### src/pfc_pkg.sv
package pfc_pkg;

	localparam int IDX_W = 6;
	localparam int CNT_W = 6;
	localparam int COUNT_W = 7;

	typedef enum logic [4:0] {
		OP_NONE,
		OP_LOAD,
		OP_MUL,
		OP_ADD,
		OP_KSTEP,
		OP_TMUL1,
		OP_TMUL2,
		OP_TACC,
		OP_MAG,
		OP_NSTEP,
		OP_SQ,
		OP_SQRT,
		OP_DIV_INIT,
		OP_DIV_STEP,
		OP_DIV_STORE,
		OP_RD,
		OP_FAIL,
		OP_EMIT
	} dp_op_t;

	typedef enum logic [3:0] {
		S_IDLE,
		S_MUL,
		S_ADD,
		S_FIT,
		S_KSRCH,
		S_TMUL1,
		S_TMUL2,
		S_TACC,
		S_MAG,
		S_NORM,
		S_SQ,
		S_SQRT,
		S_DIVI,
		S_DIVR,
		S_RES,
		S_DRAIN
	} ctl_state_t;

	typedef struct packed {
		dp_op_t           op;
		logic [1:0]       sel;
		logic [2:0]       term;
		logic [IDX_W-1:0] idx;
	} dp_cmd_t;

	typedef struct packed {
		logic               last;
		logic               few;
		logic               in_range;
		logic               singular;
		logic               norm_done;
		logic               div_done;
		logic [COUNT_W-1:0] count;
	} dp_status_t;

	// Column taken from each row by the six terms of a 3x3 determinant.
	function automatic logic [1:0] perm_col(input logic [2:0] t, input logic [1:0] row);
		logic [5:0] cols;
		cols = 6'b100100;
		case (t)
			3'd0: cols = 6'b100100;
			3'd1: cols = 6'b001001;
			3'd2: cols = 6'b010010;
			3'd3: cols = 6'b000110;
			3'd4: cols = 6'b100001;
			3'd5: cols = 6'b011000;
			default: cols = 6'b100100;
		endcase
		case (row)
			2'd0: return cols[1:0];
			2'd1: return cols[3:2];
			default: return cols[5:4];
		endcase
	endfunction

	function automatic logic term_neg(input logic [2:0] t);
		return t >= 3'd3;
	endfunction

	// Index into the six distinct entries of the symmetric moment matrix.
	function automatic logic [2:0] sym_idx(input logic [1:0] r, input logic [1:0] c);
		case ({r, c})
			4'b0000: return 3'd0;
			4'b0001, 4'b0100: return 3'd1;
			4'b0010, 4'b1000: return 3'd2;
			4'b0101: return 3'd3;
			4'b0110, 4'b1001: return 3'd4;
			4'b1010: return 3'd5;
			default: return 3'd0;
		endcase
	endfunction

endpackage

### src/pfc_ctrl.sv
module pfc_ctrl (
	input  logic                clk,
	input  logic                arst_n,
	input  logic                in_valid,
	output logic                in_stall,
	output logic                out_valid,
	input  logic                out_stall,
	output pfc_pkg::dp_cmd_t    cmd,
	input  pfc_pkg::dp_status_t stat
);
	import pfc_pkg::*;

	ctl_state_t       state_q, state_d;
	logic [CNT_W-1:0] cnt_q, cnt_d;
	logic [1:0]       sel_q, sel_d;
	logic [2:0]       term_q, term_d;
	logic             out_valid_q;
	logic             emit_ok;
	logic             res_last;

	// A waiting result blocks only the hand-over of the next one.
	assign emit_ok  = !out_valid_q || !out_stall;
	assign res_last = (COUNT_W'(cnt_q) + COUNT_W'(1)) == stat.count;

	always_comb begin
		state_d = state_q;
		cnt_d   = cnt_q;
		sel_d   = sel_q;
		term_d  = term_q;
		unique case (state_q)
			S_IDLE: if (in_valid) state_d = S_MUL;
			S_MUL: state_d = S_ADD;
			S_ADD: state_d = stat.last ? S_FIT : S_IDLE;
			S_FIT: state_d = stat.few ? S_DRAIN : S_KSRCH;
			S_KSRCH: begin
				if (stat.in_range) begin
					state_d = S_TMUL1;
					sel_d   = 2'd0;
					term_d  = 3'd0;
				end
			end
			S_TMUL1: state_d = S_TMUL2;
			S_TMUL2: state_d = S_TACC;
			S_TACC: begin
				state_d = S_TMUL1;
				if (term_q == 3'd5) begin
					term_d = 3'd0;
					if (sel_q == 2'd3) state_d = S_MAG;
					else sel_d = sel_q + 2'd1;
				end else begin
					term_d = term_q + 3'd1;
				end
			end
			S_MAG: state_d = stat.singular ? S_DRAIN : S_NORM;
			S_NORM: begin
				if (stat.norm_done) begin
					state_d = S_SQ;
					cnt_d   = '0;
				end
			end
			S_SQ: begin
				cnt_d = cnt_q + CNT_W'(1);
				if (cnt_q == CNT_W'(3)) begin
					state_d = S_SQRT;
					cnt_d   = '0;
				end
			end
			S_SQRT: begin
				cnt_d = cnt_q + CNT_W'(1);
				if (cnt_q == CNT_W'(31)) begin
					state_d = S_DIVI;
					sel_d   = 2'd0;
				end
			end
			S_DIVI: state_d = S_DIVR;
			S_DIVR: begin
				if (stat.div_done) begin
					if (sel_q == 2'd3) begin
						state_d = S_RES;
						cnt_d   = '0;
					end else begin
						state_d = S_DIVI;
						sel_d   = sel_q + 2'd1;
					end
				end
			end
			S_RES: begin
				cnt_d = cnt_q + CNT_W'(1);
				if (res_last) begin
					state_d = S_DRAIN;
					cnt_d   = '0;
				end
			end
			// The drain state first lets the residual pipeline settle, then the
			// result is handed over once the output register is free.
			S_DRAIN: begin
				if (cnt_q != CNT_W'(2)) cnt_d = cnt_q + CNT_W'(1);
				else if (emit_ok) begin
					state_d = S_IDLE;
					cnt_d   = '0;
				end
			end
			default: state_d = S_IDLE;
		endcase
	end

	always_comb begin
		cmd.op   = OP_NONE;
		cmd.sel  = sel_q;
		cmd.term = term_q;
		cmd.idx  = IDX_W'(cnt_q);
		in_stall = 1'b1;
		unique case (state_q)
			S_IDLE: begin
				in_stall = 1'b0;
				if (in_valid) cmd.op = OP_LOAD;
			end
			S_MUL: cmd.op = OP_MUL;
			S_ADD: cmd.op = OP_ADD;
			S_FIT: if (stat.few) cmd.op = OP_FAIL;
			S_KSRCH: if (!stat.in_range) cmd.op = OP_KSTEP;
			S_TMUL1: cmd.op = OP_TMUL1;
			S_TMUL2: cmd.op = OP_TMUL2;
			S_TACC: cmd.op = OP_TACC;
			S_MAG: cmd.op = stat.singular ? OP_FAIL : OP_MAG;
			S_NORM: if (!stat.norm_done) cmd.op = OP_NSTEP;
			// The step count selects the normal component squared in each step; the last step only adds the final square.
			S_SQ: begin
				cmd.op  = OP_SQ;
				cmd.sel = cnt_q[1:0];
			end
			S_SQRT: cmd.op = OP_SQRT;
			S_DIVI: cmd.op = OP_DIV_INIT;
			S_DIVR: cmd.op = stat.div_done ? OP_DIV_STORE : OP_DIV_STEP;
			S_RES: cmd.op = OP_RD;
			S_DRAIN: if (cnt_q == CNT_W'(2) && emit_ok) cmd.op = OP_EMIT;
			default: cmd.op = OP_NONE;
		endcase
	end

	always_ff @(posedge clk or negedge arst_n) begin
		if (!arst_n) begin
			state_q     <= S_IDLE;
			cnt_q       <= '0;
			sel_q       <= '0;
			term_q      <= '0;
			out_valid_q <= 1'b0;
		end else begin
			state_q <= state_d;
			cnt_q   <= cnt_d;
			sel_q   <= sel_d;
			term_q  <= term_d;
			if (cmd.op == OP_EMIT) out_valid_q <= 1'b1;
			else if (!out_stall) out_valid_q <= 1'b0;
		end
	end

	assign out_valid = out_valid_q;

endmodule

### config.mk
export PLATFORM = sky130hd
export DESIGN_NAME = pfc_ctrl
export DESIGN_NICKNAME = d
export VERILOG_FILES = /design/src/pfc_pkg.sv /design/src/pfc_ctrl.sv
export SDC_FILE = /design/constraint.sdc
export NUM_CORES = 1
export LEC_CHECK = 0
export ABC_AREA = 1
export BUFFER_PORTS_ARGS = -buffer_cell sky130_fd_sc_hd__buf_2
export CAP_MARGIN = 20
export CORE_MARGIN = 2
export CORE_UTILIZATION = 58
export DETAILED_ROUTE_END_ITERATION = 6
export GPL_ROUTABILITY_DRIVEN = 0
export HOLD_SLACK_MARGIN = 0.05
export PLACE_DENSITY = 0.85
export SYNTH_ARGS = -nofsm -noshare
export SYNTH_HDL_FRONTEND = slang
export SYNTH_SLANG_ARGS = --single-unit
### constraint.sdc
create_clock -name clk -period 3.3 [get_ports clk]
set_clock_uncertainty 0.15 [all_clocks]
set_input_delay 0.495 -clock clk [delete_from_list [all_inputs] [get_ports clk]]
set_output_delay 0.495 -clock clk [all_outputs]
set_load 0.01 [all_outputs]
==> flow_summary.toml, run 1 <==
[outcome]
status = "finished clean"

[final_layout]
regArea_um2 = 400.4
final_util = 0.7047
nNetsFinal = 312
final_cells = 321
n_antenna_cell = 0
multi_input_area_um2 = 890.9
n_fill_cell = 225
post-route-cell-area_um2 = 1714
drive_gt1_frac = 0.2096
synthToLayoutAreaGrowth_pct = 17.09
final_cell_mix = "89 x nand2_1, 34 x inv_1, 34 x buf_2"
layout_commonest_cell = "nand2_1"

[timing]
final_max_slew_viol_count = 0
rsz0062_at_grt = "false"
setup_viol = 0
slew-limit-headroom = 0.7437
tightest_slew_ns = 0.3830
layout_setup_ws_ns = 0.8183
timing.final.crit_share = 0.7520
max_freq_mhz = 402.9
final.setup.tns_ns = 0
min_period_ns = 2.482
hold_violations = 0

[floorplan]
start_util = 0.6019
core_area_um2 = 2432
dieArea_um2 = 2942
pin_count = 35
fp-row-count = 18
die_w_um = 54.24
fp.dieH_um = 54.24

[clocking]
insertion_delay_ns = 0.30
clk_pin_slew_ns = 0.11
postCtsSetupBuffers = 0
cts_resized = 0
clk_path_buf_depth = 2
htreeDepth = 1
cts_root_buf = "clkbuf_4"
cts_tree = "done"
clock-sinks = 16
numCtsBuffers = 3

[power]
p_leak_uw = 0.0009980
peakVddDrop_mv = 0.5620
clkPwrFrac = 0.121
p_int_uw = 561.4
switchingPower_uw = 576.5
seqPwrFrac = 0.270
sw_frac_of_total = 0.5066
pwr_density_cell_nw_per_um2 = 663.9
comb_power_share = 0.609

[synthesis]
synth_top_family_by_area = "simple AND/OR/NAND/NOR gates"
synth_fa_ha_area_frac = 0.02564
synth_top_area_share = 0.2735
synth.distinct_cells = 26
ys_ff_latch = 16
synth_area_leaders = "dfrtp_1 27%, nand2_1 23%, inv_1 8.7%, nand3_1 7.9%, nor2_1 6.7%"
syn_area_um2 = 1464
synth.mux.area_fraction = 0
synthSimpleGateAreaFrac = 0.4991
yosysTopAreaCell = "dfrtp_1"
synth_compound_gate_area_share = 0.08376
synth_seq_area_share = 0.2735
syn_nets = 273
synth_warnings = 0
synth_xor_area_frac = 0
postSynthCellCount = 253
synth_area_per_cell_um2 = 5.786

[setup_path]
slowest_delay_ns = 0.48
critical_path.max_fanout = 6
setup.worst_path.start_class = "flip-flop"
path_cells = "inv_2 > nor2_2 > inv_2 > nor2_2 > inv_1 > o211ai_1 > nor3_1 > nand3_1 > nand2_1 > inv_1 > buf_2"
arrival_ns = 1.84
critPathBufInv = 5
cp_top_family = "simple AND/OR/NAND/NOR gates"
critPathSlowestCell = "dfrtp_1"
critical_path_required_ns = 2.65
end_kind = "primary output"
crit_type = "flip-flop to primary output"

[drt]
routedWlPerCell_um = 11.84
wirelength_mm = 3.801
via_per_inst = 5.280
drc = 0
drtAntennaViolNets = 0
drt_pre_antenna_iters = 5
num_vias = 1695
drtIter0Drc = 83

[placed_design]
place_inst = 316
pre_cts_slack_ns = 1.200
dpl_cell_area_um2 = 1668
dp_hpwl_mm = 3.032
io_buffers = 34

[global_routing]
antenna_found_initial = 0
grt_max_degree = 17
grt_pass1_vias = 1458
grtUsageTotal = 0.2938
grt_pass1_wl_mm = 6.327
overflow = 0

[flow_run]
maxCapViolations = 0

[worst_hold_path]
holdCritPathClass = "input pin to flip-flop"
Yosys cell counts:
master and count:
or2_2 1, nor2_2 9, o21ai_0 6, a22oi_1 1, o22ai_1 3, nand4_1 6
clkbuf_1 1, o211ai_1 3, and2_1 1, nand2_2 3, clkinv_1 2, inv_2 9
nor3_1 2, nor3b_1 1, a21oi_1 4, nand3b_1 3, nand3_1 23, nor2_1 26
o21ai_1 3, nor4_1 2, dfrtp_1 16, ha_1 3, nand2_1 89, inv_1 34
or2_1 1, o21ai_2 1
worst min-delay path, stage by stage:
cell	delay, ns
buf_2	0.09
nand2_1	0.06
nand2_1	0.07
registers in the layout, indices dropped and copies added, names as in the netlist:
name / count
sel_q: 2
term_q: 3
state_q: 4
cnt_q: 6
out_valid: 1
per-layer routing:
layer | track usage | share of wire | vias up
li1 | - | - | 879
met1 | 0.4144 | 0.45 | 723
met2 | 0.4639 | 0.45 | 79
met3 | 0.04645 | 0.076 | 14
met4 | 0.08333 | 0.016 | 0
met5 | 0 | 0 | -
final cells by class:
class | count | area share
multi-input combinational | 191 | 0.5197
timing repair buffer | 35 | 0.1051
inverter | 45 | 0.09854
tap | 30 | 0.02190
clock buffer | 4 | 0.02117
sequential | 16 | 0.2336
repair_timing:
action,CTS,global route
hold endpoints to repair,16,0
setup endpoints to repair,0,0
hold buffers,1,0
stage by stage:
stage | power [uW] | hold slack (ns)
finish | 1138 | 0.3020
global route | 1243 | 0.3064
CTS | 1122 | 0.2939
detailed placement | 984.0 | 0.2820
global placement | 978.0 | 0.2780
floorplan | 791.5 | 0.04941
kinds of logic (layout without fill, tap and decap cells):
group	count (synthesis)	after routing
AND/OR/NAND/NOR	167	167
adder cells (fa/ha/maj)	3	3
flip-flops	16	16
buffers and inverters	46	84
AO/OA/AOI/OAI	21	21
power groups by stage:
stage	sequential, uW	combinational, uW	clock, uW
finish	307	693	137
global route	313	783	147
CTS	303	680	138
detailed placement	308	676	0
global placement	305	673	0
floorplan	304	488	0
worst paths after layout:
path | from | cells past startpoint | slack, ns | endpoint
setup / recovery | state_q[3] | 11 | 0.82 | cmd[11]
hold / removal | out_stall | 3 | 0.30 | out_valid
setup reg to reg | cnt_q[1] | 10 | 1.28 | state_q[1]
hold reg to reg | out_valid | 2 | 0.40 | out_valid
max in group asynchronous | arst_n | 2 | 2.23 | cnt_q[4]
min in group asynchronous | arst_n | 2 | 0.48 | term_q[1]
No activity file was read; power rests on OpenSTA's default activity.
==> inputs of run 2 (changes only) <==
--- a/config.mk
+++ b/config.mk
@@ -9,11 +9,11 @@
 export BUFFER_PORTS_ARGS = -buffer_cell sky130_fd_sc_hd__buf_2
 export CAP_MARGIN = 20
 export CORE_MARGIN = 2
-export CORE_UTILIZATION = 58
+export CORE_UTILIZATION = 48
 export DETAILED_ROUTE_END_ITERATION = 6
 export GPL_ROUTABILITY_DRIVEN = 0
 export HOLD_SLACK_MARGIN = 0.05
-export PLACE_DENSITY = 0.85
+export PLACE_DENSITY = 0.76
 export SYNTH_ARGS = -nofsm -noshare
 export SYNTH_HDL_FRONTEND = slang
 export SYNTH_SLANG_ARGS = --single-unit
==> constraint.sdc (replaced) <==
create_clock -name clk -period 2.1 [get_ports clk]
set_clock_uncertainty 0.15 [all_clocks]
set_input_delay 0.315 -clock clk [delete_from_list [all_inputs] [get_ports clk]]
set_output_delay 0.315 -clock clk [all_outputs]
set_load 0.01 [all_outputs]
==> flow_summary.toml, run 2 (same netlist as run 1, synthesis figures left out) <==
[clocking]
clk_pin_slew_ns = 0.10
cts_root_buf = "clkbuf_4"
numCtsBuffers = 3
cts_tree = "done"
insertion_delay_ns = 0.31
clock-sinks = 16
htreeDepth = 1
clk_path_buf_depth = 2

[floorplan]
dieArea_um2 = 3508
core_area_um2 = 2978
pin_count = 35
die_w_um = 59.23
fp.dieH_um = 59.23
fp-row-count = 20
start_util = 0.4916

[timing]
whs_ns = 0.08892
slew-limit-headroom = 0.7605
timing.final.crit_share = 1.037
setup_viol = 2
rsz0062_at_grt = "true"
max_freq_mhz = 459.2
hold_violations = 0
final_max_slew_viol_count = 0
tightest_slew_ns = 0.3592
layout_setup_ws_ns = -0.07770
min_period_ns = 2.178

[setup_path]
critPathSlowestCell = "dfrtp_2"
setup.worst_path.start_class = "flip-flop"
arrival_ns = 1.71
crit_type = "flip-flop to primary output"
cp_top_family = "simple AND/OR/NAND/NOR gates"
critical_path.max_fanout = 5
end_kind = "primary output"
path_cells = "nor2_2 > buf_4 > nand2_1 > nor2_4 > nor2_4 > nand3_1 > nand2_1 > inv_1 > buf_2"
slowest_delay_ns = 0.48
critPathBufInv = 3
ff2ff_setup_slack_ns = 0.03
r2r-start = "state_q[1]"
crit_start = "state_q[2]"
critical_path_required_ns = 1.63

[drt]
drt_pre_antenna_iters = 6
drtAntennaViolNets = 0
via_per_inst = 5.383
drtIter0Drc = 125
routedWlPerCell_um = 13.35
wirelength_mm = 4.673
drc = 0
num_vias = 1884

[global_routing]
antenna_found_initial = 0
grtUsageTotal = 0.2541
overflow = 0
grt_max_degree = 17
grt_pass1_wl_mm = 6.782
grt_pass1_vias = 1571

[power]
p_leak_uw = 0.001171
pwr_density_cell_nw_per_um2 = 1033
peakVddDrop_mv = 0.5655
p_total_uw = 2161

[final_layout]
nNetsFinal = 338
final_cells = 350
synthToLayoutAreaGrowth_pct = 42.99
largest_reg_flops = 6
regMostFlops = "cnt_q"
n_antenna_cell = 0
final_cell_mix = "77 x nand2_1, 33 x buf_2, 27 x inv_1"
reg_top3 = "cnt_q (6), state_q (4), term_q (3)"
n_fill_cell = 226
layout_commonest_cell = "nand2_1"
drive_gt1_frac = 0.4006
post-route-cell-area_um2 = 2093

[placed_design]
dpl_cell_area_um2 = 1709
io_buffers = 34
dp_hpwl_mm = 3.042
pre_cts_slack_ns = 0.1141
place_inst = 324

[outcome]
status = "finished with violations"
violations = "negative setup slack"

[worst_hold_path]
hp-start = "out_stall"
holdCritPathClass = "input pin to flip-flop"

[flow_run]
maxCapViolations = 0
run 2: cell types whose count changed in the layout (fill, tap and decap cells not counted), sizes merged:
cell	previous run	this run
buf	34	60
run 2: where the power goes:
part | leakage, uW | switching, uW | internal, uW | total [uW]
clock | 0.0000210 | 110 | 106 | 216
sequential | 0.000203 | 108 | 392 | 499
combinational | 0.000946 | 858 | 589 | 1450
total | 0.00117 | 1070 | 1090 | 2160
run 2: repair_timing:
action | in CTS | in global routing
buffers inserted | 3 | 18
endpoints found under the hold margin | 16 | 0
resized for setup | 16 | 43
setup endpoints to repair | 6 | 17
pin swaps | 0 | 12
hold buffers | 1 | 0
run 2: worst min-delay path, stage by stage:
cell     delay [ns]
buf_2          0.09
nand2_1        0.06
nand2_1        0.06
run 2: metrics by stage:
step	setup TNS, ns	utilization
after floorplan	0	-
after global placement	0	0.5740
after detailed placement	0	0.5740
after CTS	-0.06816	0.6092
after global routing	-0.5122	0.7029
final	-0.09981	0.7029
run 2: per-layer routing:
layer | routed length (um) | vias up | GRT usage
li1 | - | 925 | -
met2 | 2206 | 94 | 0.3799
met5 | 0 | - | 0
met4 | 142 | 0 | 0.1331
met3 | 322 | 19 | 0.04585
met1 | 2002 | 846 | 0.3474
run 2: cell type report:
class / count / area [um^2] / share of cell area
sequential: 16 / 410.4 / 0.1961
clock buffer: 4 / 36.28 / 0.01733
multi-input combinational: 191 / 1044 / 0.4985
tap: 33 / 41.29 / 0.01973
timing repair buffer: 61 / 392.9 / 0.1877
inverter: 45 / 168.9 / 0.08069
run 2: worst paths after layout:
| check | to | depth (start not counted) |
|---|---|---|
| max in group asynchronous | cnt_q[3] | 2 |
| min in group asynchronous | state_q[1] | 2 |
| min reg2reg | out_valid | 2 |
| max reg2reg | cnt_q[3] | 11 |
| min | out_valid | 3 |
| max | cmd[11] | 9 |
==> inputs of run 3 (changes only) <==
--- a/config.mk
+++ b/config.mk
@@ -13,7 +13,8 @@
 export DETAILED_ROUTE_END_ITERATION = 6
 export GPL_ROUTABILITY_DRIVEN = 0
 export HOLD_SLACK_MARGIN = 0.05
-export PLACE_DENSITY = 0.76
+export PLACE_DENSITY_LB_ADDON = 0.08
+export RECOVER_POWER = 100
 export SYNTH_ARGS = -nofsm -noshare
 export SYNTH_HDL_FRONTEND = slang
 export SYNTH_SLANG_ARGS = --single-unit
==> flow_summary.toml, run 3 (same netlist as run 1, synthesis figures left out) <==
[clocking]
clk_pin_slew_ns = 0.10
cts_tree = "done"
numCtsBuffers = 3
clk_path_buf_depth = 2
cts_root_buf = "clkbuf_4"
clock-sinks = 16
insertion_delay_ns = 0.29
htreeDepth = 1

[floorplan]
fp-row-count = 20
start_util = 0.4916
die_w_um = 59.23
pin_count = 35
fp.dieH_um = 59.23
core_area_um2 = 2978
dieArea_um2 = 3508

[drt]
drtIter0Drc = 94
drtAntennaViolNets = 0
via_per_inst = 5.401
wirelength_mm = 4.278
drc = 0
drt_pre_antenna_iters = 5
num_vias = 1820
routedWlPerCell_um = 12.69

[global_routing]
grt_max_degree = 17
antenna_found_initial = 0
grtUsageTotal = 0.2411
overflow = 0
grt_pass1_vias = 1528
grt_pass1_wl_mm = 6.548

[timing]
setup_viol = 4
layout_setup_ws_ns = -0.04887
tightest_slew_ns = 0.8549
final.setup.tns_ns = -0.09561
min_period_ns = 2.149
final_max_slew_viol_count = 0
rsz0062_at_grt = "true"
max_freq_mhz = 465.4
slew-limit-headroom = 0.4301
timing.final.crit_share = 1.023
hold_violations = 0

[final_layout]
nNetsFinal = 325
regMostFlops = "cnt_q"
n_antenna_cell = 0
layout_commonest_cell = "nand2_1"
reg_top3 = "cnt_q (6), state_q (4), term_q (3)"
synthToLayoutAreaGrowth_pct = 33.76
final_cell_mix = "84 x nand2_1, 30 x inv_1, 26 x buf_2"
drive_gt1_frac = 0.3059
largest_reg_flops = 6

[power]
pwr_density_cell_nw_per_um2 = 1074
clkPwrFrac = 0.097
seqPwrFrac = 0.240
sw_frac_of_total = 0.5076
peakVddDrop_mv = 0.7880
p_leak_uw = 0.001036
p_int_uw = 1036
switchingPower_uw = 1068
comb_power_share = 0.663

[worst_hold_path]
holdCritPathClass = "input pin to flip-flop"

[outcome]
violations = "negative setup slack"
status = "finished with violations"

[setup_path]
path_cells = "inv_2 > nor2_4 > inv_2 > nor2_2 > inv_2 > o211ai_1 > nor3_1 > nand3_1 > nand2_1 > inv_1 > buf_2"
critPathSlowestCell = "dfrtp_2"
critPathMostFrequentCell = "inv_2"
slowest_delay_ns = 0.48
arrival_ns = 1.68
ff2ff_setup_slack_ns = 0.06
crit_type = "flip-flop to primary output"
end_kind = "primary output"
setup.worst_path.start_class = "flip-flop"
cp_top_family = "flip-flops"
critPathBufInv = 5
critical_path_required_ns = 1.63
critical_path.max_fanout = 5

[placed_design]
pre_cts_slack_ns = 0.07341
io_buffers = 34
dp_hpwl_mm = 3.058

[flow_run]
maxCapViolations = 0
-- run 3: changes by cell type in the layout (fill, tap and decap cells not counted), moves of 4 or more --
cell,previous run,this run
clkbuf_1,0,9
buf_2,33,26
nand2_4,5,1
nand2_1,77,84
buf_4,23,10
-- run 3: path summary, 6_finish.rpt --
kind	to	startpoint	depth (start not counted)
worst max-delay path	cmd[11]	state_q[3]	11
worst min-delay path	out_valid	out_stall	3
worst max register to register	state_q[1]	cnt_q[1]	10
worst min register to register	out_valid	out_valid	2
max in group asynchronous	state_q[1]	arst_n	2
min in group asynchronous	cnt_q[3]	arst_n	2
-- run 3: per-layer routing --
metal / vias to the layer above / track usage / wire length (um) / share of wire
li1: 907 / - / - / -
met1: 810 / 0.3497 / 1913 / 0.45
met2: 85 / 0.3595 / 1914 / 0.45
met3: 18 / 0.05895 / 319 / 0.075
met4: 0 / 0.05844 / 130 / 0.030
met5: - / 0 / 0 / 0
-- run 3: cell type report --
cell class	count	area, um^2
multi-input cells	191	1022
inverters	45	171.4
flip-flops and latches	16	406.6
clock buffers	4	36.28
repair buffers	48	280.3
well taps	33	41.29
fillers	287	1020
-- run 3: worst reg2reg max path: cells and delay by family (launching register included) --
kind | cells | cell delay [ns]
buffers and inverters | 1 | 0.07
and+or+nand+nor | 7 | 0.77
DFF | 1 | 0.53
AOI/OAI and AO/OA | 1 | 0.21
adders and majority gates | 1 | 0.20
-- run 3: power by group through the flow --
| stage | logic, uW | clock network, uW | registers, uW |
|---|---|---|---|
| after floorplan | 766 | 0 | 478 |
| after global placement | 1090 | 0 | 480 |
| after detailed placement | 1090 | 0 | 479 |
| after CTS | 1130 | 211 | 483 |
| after global routing | 1540 | 224 | 511 |
| final | 1390 | 204 | 506 |
-- run 3: per-stage QoR --
| stage | area, um^2 | util | hold WS, ns | instances | total power [uW] |
|---|---|---|---|---|---|
| after global routing | 1958 | 0.6576 | 0.1453 | 337 | 2271 |
| after global placement | 1702 | 0.5714 | 0.09599 | 323 | 1568 |
| after floorplan | 1464 | - | -0.1306 | 253 | 1244 |
| final | 1958 | 0.6576 | 0.1228 | 337 | 2103 |
| after CTS | 1789 | 0.6008 | 0.1140 | 330 | 1826 |
| after detailed placement | 1702 | 0.5714 | 0.09293 | 323 | 1564 |
-- run 3: repair_timing --
item                                    CTS  global route
pin swaps                                 2             7
resized for setup                        11            34
setup buffers                             2             7
hold endpoints to repair                 16             0
endpoints found under the setup margin    5            17
hold buffers                              1             0
